[src/design/fdl_pkg.sv]
// Shared constants, types and helpers for the feedback delay line.
// Used by every module of the block except fdl_ram; no dependencies of its own.
package fdl_pkg;

  // Sizing of the sample store and of the data path
  localparam int MAX_DELAY_SAMPLES = 262144;
  localparam int SAMPLE_BITS       = 24;
  localparam int FRACTION_BITS     = 8;

  // Configuration register widths and port sizing
  localparam int BUF_LEN_W   = 19;
  localparam int DELAY_W     = 27;
  localparam int GAIN_W      = 16;
  localparam int CFG_IDX_W   = 2;
  localparam int CFG_DATA_W  = 27;

  // Register indexes
  localparam logic [CFG_IDX_W-1:0] REG_BUFFER_LENGTH = 2'd0;
  localparam logic [CFG_IDX_W-1:0] REG_DELAY_Q8      = 2'd1;
  localparam logic [CFG_IDX_W-1:0] REG_FEEDBACK_GAIN = 2'd2;
  localparam logic [CFG_IDX_W-1:0] REG_WET_MIX       = 2'd3;

  // Register reset values
  localparam logic [BUF_LEN_W-1:0] RST_BUFFER_LENGTH = 19'd240000;
  localparam logic [DELAY_W-1:0]   RST_DELAY_Q8      = 27'd12288000;
  localparam logic [GAIN_W-1:0]    RST_FEEDBACK_GAIN = 16'd0;
  localparam logic [GAIN_W-1:0]    RST_WET_MIX       = 16'd32768;

  // Q1.15 unity gain, one bit wider than the gain registers
  localparam int GAIN_FULL_W = GAIN_W + 1;
  localparam logic [GAIN_FULL_W-1:0] UNITY_Q15 = 17'd32768;
  localparam int GAIN_SHIFT = 15;

  // Width of the value handed to the saturation helper
  localparam int SAT_IN_W = 48;

  // Commands from the controller to the data path
  typedef struct packed {
    logic load_in;    // latch the dry sample and the raw read offset
    logic calc_pos;   // resolve the wrapped read position
    logic calc_next;  // form the neighbor index, qualify the first entry
    logic cap_lo;     // take the first entry, read the neighbor
    logic cap_hi;     // take the neighbor entry
    logic calc_wet;   // interpolate
    logic calc_mul;   // form the gain products
    logic commit;     // load the result, write the store, advance
    logic reject;     // load the delay-too-long result
  } fdl_cmd_t;

  // Status from the data path to the controller
  typedef struct packed {
    logic too_long;   // delay exceeds the length in use
    logic out_free;   // output register can take a word
  } fdl_stat_t;

  // Clamp a wide signed value to the signed sample range
  function automatic logic signed [SAMPLE_BITS-1:0] sat_sample(
    input logic signed [SAT_IN_W-1:0] v
  );
    logic signed [SAT_IN_W-1:0] hi;
    logic signed [SAT_IN_W-1:0] lo;
    hi = SAT_IN_W'(signed'({1'b0, {(SAMPLE_BITS-1){1'b1}}}));
    lo = -hi - SAT_IN_W'(1);
    if (v > hi) begin
      sat_sample = hi[SAMPLE_BITS-1:0];
    end else if (v < lo) begin
      sat_sample = lo[SAMPLE_BITS-1:0];
    end else begin
      sat_sample = v[SAMPLE_BITS-1:0];
    end
  endfunction

endpackage

[src/design/fdl_ctrl.sv]
// Sequencer for the delay line: steps one word through the data path.
// Depends on fdl_pkg for the command and status structs.
module fdl_ctrl (
  input  logic               clk,
  input  logic               rst,
  input  logic               in_valid,
  output logic               in_ready,
  input  fdl_pkg::fdl_stat_t stat,
  output fdl_pkg::fdl_cmd_t  cmd
);

  localparam logic [3:0] ST_IDLE = 4'd0;
  localparam logic [3:0] ST_POS  = 4'd1;
  localparam logic [3:0] ST_RD0  = 4'd2;
  localparam logic [3:0] ST_RD1  = 4'd3;
  localparam logic [3:0] ST_CAP1 = 4'd4;
  localparam logic [3:0] ST_WET  = 4'd5;
  localparam logic [3:0] ST_MUL  = 4'd6;
  localparam logic [3:0] ST_DONE = 4'd7;
  localparam logic [3:0] ST_ERR  = 4'd8;

  logic [3:0] state;
  logic [3:0] state_next;

  // Decode commands and the next state
  always_comb begin
    cmd        = '0;
    in_ready   = 1'b0;
    state_next = state;
    case (state)
      ST_IDLE: begin
        in_ready = 1'b1;
        if (in_valid) begin
          cmd.load_in = 1'b1;
          state_next  = stat.too_long ? ST_ERR : ST_POS;
        end
      end
      ST_POS: begin
        cmd.calc_pos = 1'b1;
        state_next   = ST_RD0;
      end
      ST_RD0: begin
        cmd.calc_next = 1'b1;
        state_next    = ST_RD1;
      end
      ST_RD1: begin
        cmd.cap_lo = 1'b1;
        state_next = ST_CAP1;
      end
      ST_CAP1: begin
        cmd.cap_hi = 1'b1;
        state_next = ST_WET;
      end
      ST_WET: begin
        cmd.calc_wet = 1'b1;
        state_next   = ST_MUL;
      end
      ST_MUL: begin
        cmd.calc_mul = 1'b1;
        state_next   = ST_DONE;
      end
      ST_DONE: begin
        // hold until the output register frees up
        if (stat.out_free) begin
          cmd.commit = 1'b1;
          state_next = ST_IDLE;
        end
      end
      ST_ERR: begin
        if (stat.out_free) begin
          cmd.reject = 1'b1;
          state_next = ST_IDLE;
        end
      end
      default: begin
        state_next = ST_IDLE;
      end
    endcase
  end

  // State register
  always_ff @(posedge clk) begin
    if (rst) begin
      state <= ST_IDLE;
    end else begin
      state <= state_next;
    end
  end

endmodule

[config.mk]
export PLATFORM = sky130hd
export DESIGN_NAME = fdl_ctrl
export DESIGN_NICKNAME = d
export VERILOG_FILES = /design/src/design/fdl_pkg.sv /design/src/design/fdl_ctrl.sv
export SDC_FILE = /design/constraint.sdc
export NUM_CORES = 1
export LEC_CHECK = 0
export BUFFER_PORTS_ARGS = -buffer_cell sky130_fd_sc_hd__buf_2
export CORE_AREA = 2 2 39 41
export DETAILED_ROUTE_END_ITERATION = 6
export DIE_AREA = 0 0 41 43
export PLACE_DENSITY = 0.47
export SLEW_MARGIN = 30
export SYNTH_ARGS = -nofsm -noshare
export SYNTH_HDL_FRONTEND = slang
export SYNTH_SLANG_ARGS = --single-unit
[constraint.sdc]
create_clock -name clk -period 1.2 [get_ports clk]
set_clock_uncertainty 0.05 [all_clocks]
set_input_delay 0.24 -clock clk [delete_from_list [all_inputs] [get_ports clk]]
set_output_delay 0.24 -clock clk [all_outputs]
set_load 0.1 [all_outputs]
==> summary.md, run 1 <==
| Metric | Value |
|---|---|
| CTS sink count | 4 |
| Sequential power share | 20.4% |
| RSZ-0062 raised after global routing | true |
| Max-cap viol count | 0 |
| Hold Crit Class | input pin to register |
| Fin crit period | 1.556 ns |
| CP Data Required Time | 0.91 ns |
| Internal power | 0.4637 mW |
| Leak | 0.2956 nW |
| Switching Power | 0.3253 mW |
| Outcome | finished, violations left |
| CTS tree | done |
| Final worst slack | -0.3557 ns |
| Arr. time, crit path | 1.27 ns |
| Via density | 4.548 |
| H-Tree Depth | 1 |
| PortBufs | 14 |
| FF/Latch Area | 92.59 sq um |
| Area share of the largest cell type after synthesis | 25.70% |
| Synth Cell Area | 311.5 sq um |
| Vias in the first global route | 346 |
| Area delta synth->final | 154.2% |
| Share of layout cells above drive strength 1 | 75.00% |
| Die W | 41 microns |
| CP cell instances | nor4_4, and2_4, buf_12 |
| GRT Overall Usage | 13.05% |
| Grt total ovfl | 0 |
| Final hold violation count | 0 |
| Maximum clock rate | 642.8 MHz |
| Logic pwr share | 56.1% |
| Largest net degree at the start of global routing | 10 |
| Footprint of the multi-input gates | 291.5 sq um |
| PwrDens | 996.2 nW/um^2 |
| Worst Tran Pin Value | 0.2386 ns |
| Clock power frac | 23.5% |
| CP max stage delay | 0.36 ns |
| Die Ht | 43 microns |
| Initial Util | 22.51% |
| Crit path launch type | register |
| Number of diodes | 0 |
| Crit Path Max Fanout | 7 |
| Core Region | 1384 sq um |
| Final setup vio count | 11 |
| Area leader, netlist | dfxtp_1 |
| Sequential area share after synthesis | 25.70% |
| YS warnings | 0 |
| Clk slew on worst S/H paths | 0.04 ns |
| Most used DFF post-synth | dfxtp_1 |
| CTS Buf Count | 3 |
| CTS Buffer Depth | 2 |
| Drt wl/cell | 10.17 microns |
| Synth area leaders | dfxtp_1, buf_6, nor4_4 |
| Max IR drop VDD | 0.5987 mV |
| Number of synthesized flops with an enable pin | 0 |
| Clk_lat worst skew | 0.24 ns |
| I/O pins | 15 |
| Crit-path slowest cell | dfxtp_4 |
| Row cnt | 14 |
| Post-CTS Hold Buffers | 0 |
| Syn_area_per_cell | 7.988 sq um |
| Biggest regs | state x4 |
| DRC errors left | 0 |
| Failing checks | setup timing |
| Sw Ratio | 41.23% |
| Vias | 382 |
| Worst Setup End Kind | primary output |
| Final critical-path share of the clock period | 129.6% |
| WHS | 0.1223 ns |
| Pins over their slew limit | 0 |
| # nets final | 74 |
| Root buf cell | clkbuf_4 |
| Post-Route WL | 854 microns |
| First-pass GRT wire length | 1545 microns |
| DRT antenna net count | 0 |
| Drt first pass iters | 2 |
| Overall power | 0.7890 mW |
| Synth Net Count | 44 |
| Routability cong. | 0.8033 |
| FF+latch count, synth | 4 |
| Initial antenna violation count | 0 |
| DPL Wire Length | 665.6 microns |
| Initial drt markers | 4 |
| Max FFs per register | 4 |
| Fillcell total | 126 |
| Cells after Synth | 39 |
| Distinct cell type count after synthesis | 23 |
| Reg with most FFs | state |
| Post-synthesis async set-or-reset flop share | 0% |
| Die area | 1763 sq um |
| Rel. slew slack | 83.98% |
| CP Class | register to primary output |
[routing by layer]
layer | track usage (%) | routed length [microns] | vias up
li1 | - | - | 200
met1 | 17.36 | 380 | 172
met4 | 6.000 | 0 | 0
met2 | 17.50 | 429 | 10
met5 | 0 | 0 | -
met3 | 5.759 | 44 | 0
[kinds of logic (layout without fill, tap and decap cells)]
family,Yosys count,in the layout,synth area share [%]
and+or+nand+nor,24,24,50.61
buffers and inverters,4,33,10.04
AOI/OAI and AO/OA,7,7,13.65
DFF,4,4,25.70
[power groups by stage]
| stage | clock (mW) | combinational, mW | sequential [mW] |
|---|---|---|---|
| 2_1_floorplan | 0 | 0.252 | 0.160 |
| 3_3_place_gp | 0 | 0.390 | 0.168 |
| 3_5_place_dp | 0 | 0.392 | 0.168 |
| 4_1_cts | 0.194 | 0.436 | 0.163 |
| 6_report | 0.185 | 0.443 | 0.161 |
| 5_1_grt | 0.213 | 0.465 | 0.163 |
[worst max-delay path, delay by kind of cell (launching register included)]
| kind | cells | cell delay [ns] |
|---|---|---|
| simple gates | 2 | 0.51 |
| flops | 1 | 0.36 |
| buf+inv | 1 | 0.16 |
[area by class of cell]
type                    instances  area share (%)
well taps                      16           2.528
repair buffers                 28           45.18
multi-input cells              31           36.81
inverters                       1          0.4739
clock buffers                   4           3.318
flip-flops and latches          4           11.69
[what timing repair did]
action                     in CTS  in global routing
gates cloned                    0                  0
setup endpoints to repair      11                 12
setup buffers                   4                  2
resized for setup              10                  3
pin swaps                       4                  3
[placed cells by master, fill, tap and decap left out]
cell type	netlist	layout
buf_4	0	10
clkbuf_1	0	1
a31oi_1	1	1
buf_2	1	4
a21oi_1	1	1
nand2_2	0	1
nor4_4	1	1
buf_12	0	12
or2b_1	1	1
buf_6	2	2
a21oi_2	1	1
nand4_1	1	1
nor2_4	0	3
nor2b_1	2	2
o21ai_1	0	1
nand2b_4	0	2
a21boi_0	1	1
dfxtp_4	0	3
nor2_1	5	2
o21ai_0	3	2
nand2_1	2	1
nand3_2	1	1
and3b_1	1	1
nand4bb_1	1	1
and2_4	0	1
and4b_4	0	1
inv_2	0	1
dfxtp_2	0	1
nor3_4	0	4
clkbuf_4	0	3
nand3_1	1	1
[cell usage after synthesis, types with 2 or more instances]
cell	count
nor2_1	5
nor2b_1	2
buf_6	2
nor3_1	4
nand2b_1	2
nand2_1	2
dfxtp_1	4
o21ai_0	3
[through the flow]
| stage | instance area (sq um) | setup slack [ns] | setup TNS [ns] | std cells | utilization (%) |
|---|---|---|---|---|---|
| final | 792.0 | -0.3557 | -2.807 | 84 | 57.23 |
| after floorplan | 401.6 | -1.189 | -5.626 | 39 | - |
| after detailed placement | 684.4 | -0.2402 | -1.622 | 75 | 49.46 |
| after global placement | 684.4 | -0.2025 | -1.398 | 75 | 49.46 |
| after CTS | 780.7 | -0.3730 | -2.931 | 83 | 56.42 |
| after global routing | 792.0 | -0.4296 | -3.438 | 84 | 57.23 |
[worst paths after layout]
path / cells past startpoint / startpoint / end / slack, ns
setup / recovery: 3 / state[0] / cmd[8] / -0.36
hold / removal: 2 / rst / state[3] / 0.12
setup reg to reg: 5 / state[0] / state[3] / -0.03
hold reg to reg: 2 / state[2] / state[0] / 0.52
No activity file was read; power rests on OpenSTA's default activity.
==> run 2, diff against run 1 <==
--- a/config.mk
+++ b/config.mk
@@ -9,7 +9,7 @@
 export CORE_AREA = 2 2 39 41
 export DETAILED_ROUTE_END_ITERATION = 6
 export DIE_AREA = 0 0 41 43
-export PLACE_DENSITY = 0.47
+export PLACE_DENSITY = 0.49
 export SLEW_MARGIN = 30
 export SYNTH_ARGS = -nofsm -noshare
 export SYNTH_HDL_FRONTEND = slang
==> constraint.sdc (replaced) <==
create_clock -name clk -period 1.25 [get_ports clk]
set_clock_uncertainty 0.05 [all_clocks]
set_input_delay 0.25 -clock clk [delete_from_list [all_inputs] [get_ports clk]]
set_output_delay 0.25 -clock clk [all_outputs]
set_load 0.1 [all_outputs]
==> summary.md, run 2 (same netlist as run 1, synthesis figures left out) <==
| Metric | Value |
|---|---|
| Outcome | finished, violations left |
| Failing checks | setup timing |
| CP max stage delay | 0.37 ns (about the same) |
| Grt total ovfl | 0 (unchanged) |
| Biggest regs | state x4 |
| Row cnt | 14 (unchanged) |
| H-Tree Depth | 1 (unchanged) |
| CP cell instances | nor4_4, and2_4, buf_12 |
| Post-Route WL | 875 microns (+2.5%) |
| Fillcell total | 128 (+1.6%) |
| WHS | 0.1247 ns (+0.002467 ns) |
| GRT Overall Usage | 13.77% (+0.72 points) |
| Crit path launch type | register |
| CTS Buffer Depth | 2 (unchanged) |
| Max-cap viol count | 0 (unchanged) |
| Commonest non-fill, non-tap cell in the layout | buf_4 |
| Final setup vio count | 10 (-1) |
| Rel. slew slack | 84.88% (+0.90 points) |
| CTS Buf Count | 3 (unchanged) |
| Clk_lat worst skew | 0.24 ns (about the same) |
| Via density | 4.500 (-1.0%) |
| Largest net degree at the start of global routing | 9 (-1) |
| CP Class | register to primary output |
| Maximum clock rate | 645.1 MHz |
| Final hold violation count | 0 (unchanged) |
| First-pass GRT wire length | 1552 microns (+0.45%) |
| Initial antenna violation count | 0 (unchanged) |
| Root buf cell | clkbuf_4 |
| Area delta synth->final | 148.2% |
| RSZ-0062 raised after global routing | true |
| Crit-path slowest cell | dfxtp_4 |
| Clk slew on worst S/H paths | 0.04 ns (about the same) |
| DRT antenna net count | 0 (unchanged) |
| Routability cong. | 0.8279 (+3.1%) |
| Drt first pass iters | 4 (+2) |
| CP Data Required Time | 0.95 ns (+0.04 ns) |
| Die area | 1763 sq um (unchanged) |
| Final critical-path share of the clock period | 124.0% |
| Max IR drop VDD | 0.7036 mV (+18%) |
| Leak | 0.2914 nW (-1.4%) |
| CP top delay family | simple AND/OR/NAND/NOR gates |
| Post-CTS Hold Buffers | 0 (unchanged) |
| Worst Tran Pin Value | 0.2251 ns (-0.01343 ns) |
| Crit Path Max Fanout | 8 (+1) |
| # nets final | 74 (unchanged) |
| Max FFs per register | 4 (unchanged) |
| Initial Util | 22.51% (unchanged) |
| Worst Setup End Kind | primary output |
| Core Region | 1384 sq um (unchanged) |
| CP bufs+invs | 1 (unchanged) |
| DP Worst Slack | -0.1324 ns (+0.1077 ns) |
| Vias | 378 (-1.0%) |
| DPL Wire Length | 706.8 microns (+6.2%) |
| Die Ht | 43 microns (unchanged) |
| CTS sink count | 4 (unchanged) |
| Highest-count cells in the layout ignoring fill and taps | buf_4, buf_12, nor3_4, buf_2 |
| Initial drt markers | 3 (-1) |
| PortBufs | 14 (unchanged) |
| Pins over their slew limit | 0 (unchanged) |
| Fin crit period | 1.550 ns |
| Share of layout cells above drive strength 1 | 72.06% (-2.9 points) |
| Vias in the first global route | 383 (+11%) |
| Drt wl/cell | 10.42 microns (+2.5%) |
| PwrDens | 964.2 nW/um^2 (-3.2%) |
| CTS tree | done |
| Footprint of the multi-input gates | 289.0 sq um (-0.86%) |
| Final worst slack | -0.3002 ns (+0.05552 ns) |
| FF/Latch Area | 92.59 sq um (unchanged) |
| Number of diodes | 0 (unchanged) |
| Reg with most FFs | state |
| Die W | 41 microns (unchanged) |
| Setup TNS Final | -2.448 ns (+0.3582 ns) |
| I/O pins | 15 (unchanged) |
| Arr. time, crit path | 1.25 ns (-0.02 ns) |
| Hold Crit Class | input pin to register |
| DRC errors left | 0 (unchanged) |
## run 2: cell type report
cell class | instances | area share [%]
repair buffers | 28 | 44.17
clock buffers | 4 | 3.398
flip-flops and latches | 4 | 11.97
inverters | 1 | 0.4854
well taps | 16 | 2.589
multi-input cells | 31 | 37.38
## run 2: timing repair
item | 4_1_cts | 5_1_grt
endpoints found under the setup margin | 10 | 12
gates resized for setup | 7 | 2
pin swaps | 3 | 2
setup buffers | 4 | 0
## run 2: power breakdown
| part | total, mW | switching (mW) | internal (mW) |
|---|---|---|---|
| Sequential | 0.155 | 0.0191 | 0.136 |
| Clock | 0.180 | 0.0596 | 0.120 |
| Combinational | 0.411 | 0.232 | 0.179 |
| Total | 0.746 | 0.310 | 0.435 |
## run 2: worst paths after layout
path	from	end	slack, ns	cells past startpoint
min	rst	state[3]	0.12	2
max	state[2]	cmd[8]	-0.30	3
max reg2reg	state[2]	state[3]	0.06	5
min reg2reg	state[3]	state[3]	0.51	2
## run 2: through the flow
step	area (sq um)	cells	power, mW	utilization [%]
after global routing	773.2	84	0.7950	55.88
after detailed placement	691.9	76	0.5376	50.00
after global placement	691.9	76	0.5348	50.00
after CTS	769.5	84	0.7523	55.61
final	773.2	84	0.7455	55.88
after floorplan	401.6	39	0.3953	-
## run 2: routing by layer
layer | global-route usage, % | wire (microns) | up-vias | share of wire [%]
met2 | 18.75 | 490 | 12 | 56
li1 | - | - | 196 | -
met3 | 8.377 | 59 | 0 | 6.7
met1 | 16.77 | 325 | 170 | 37
met4 | 6.000 | 0 | 0 | 0
met5 | 0 | 0 | - | 0
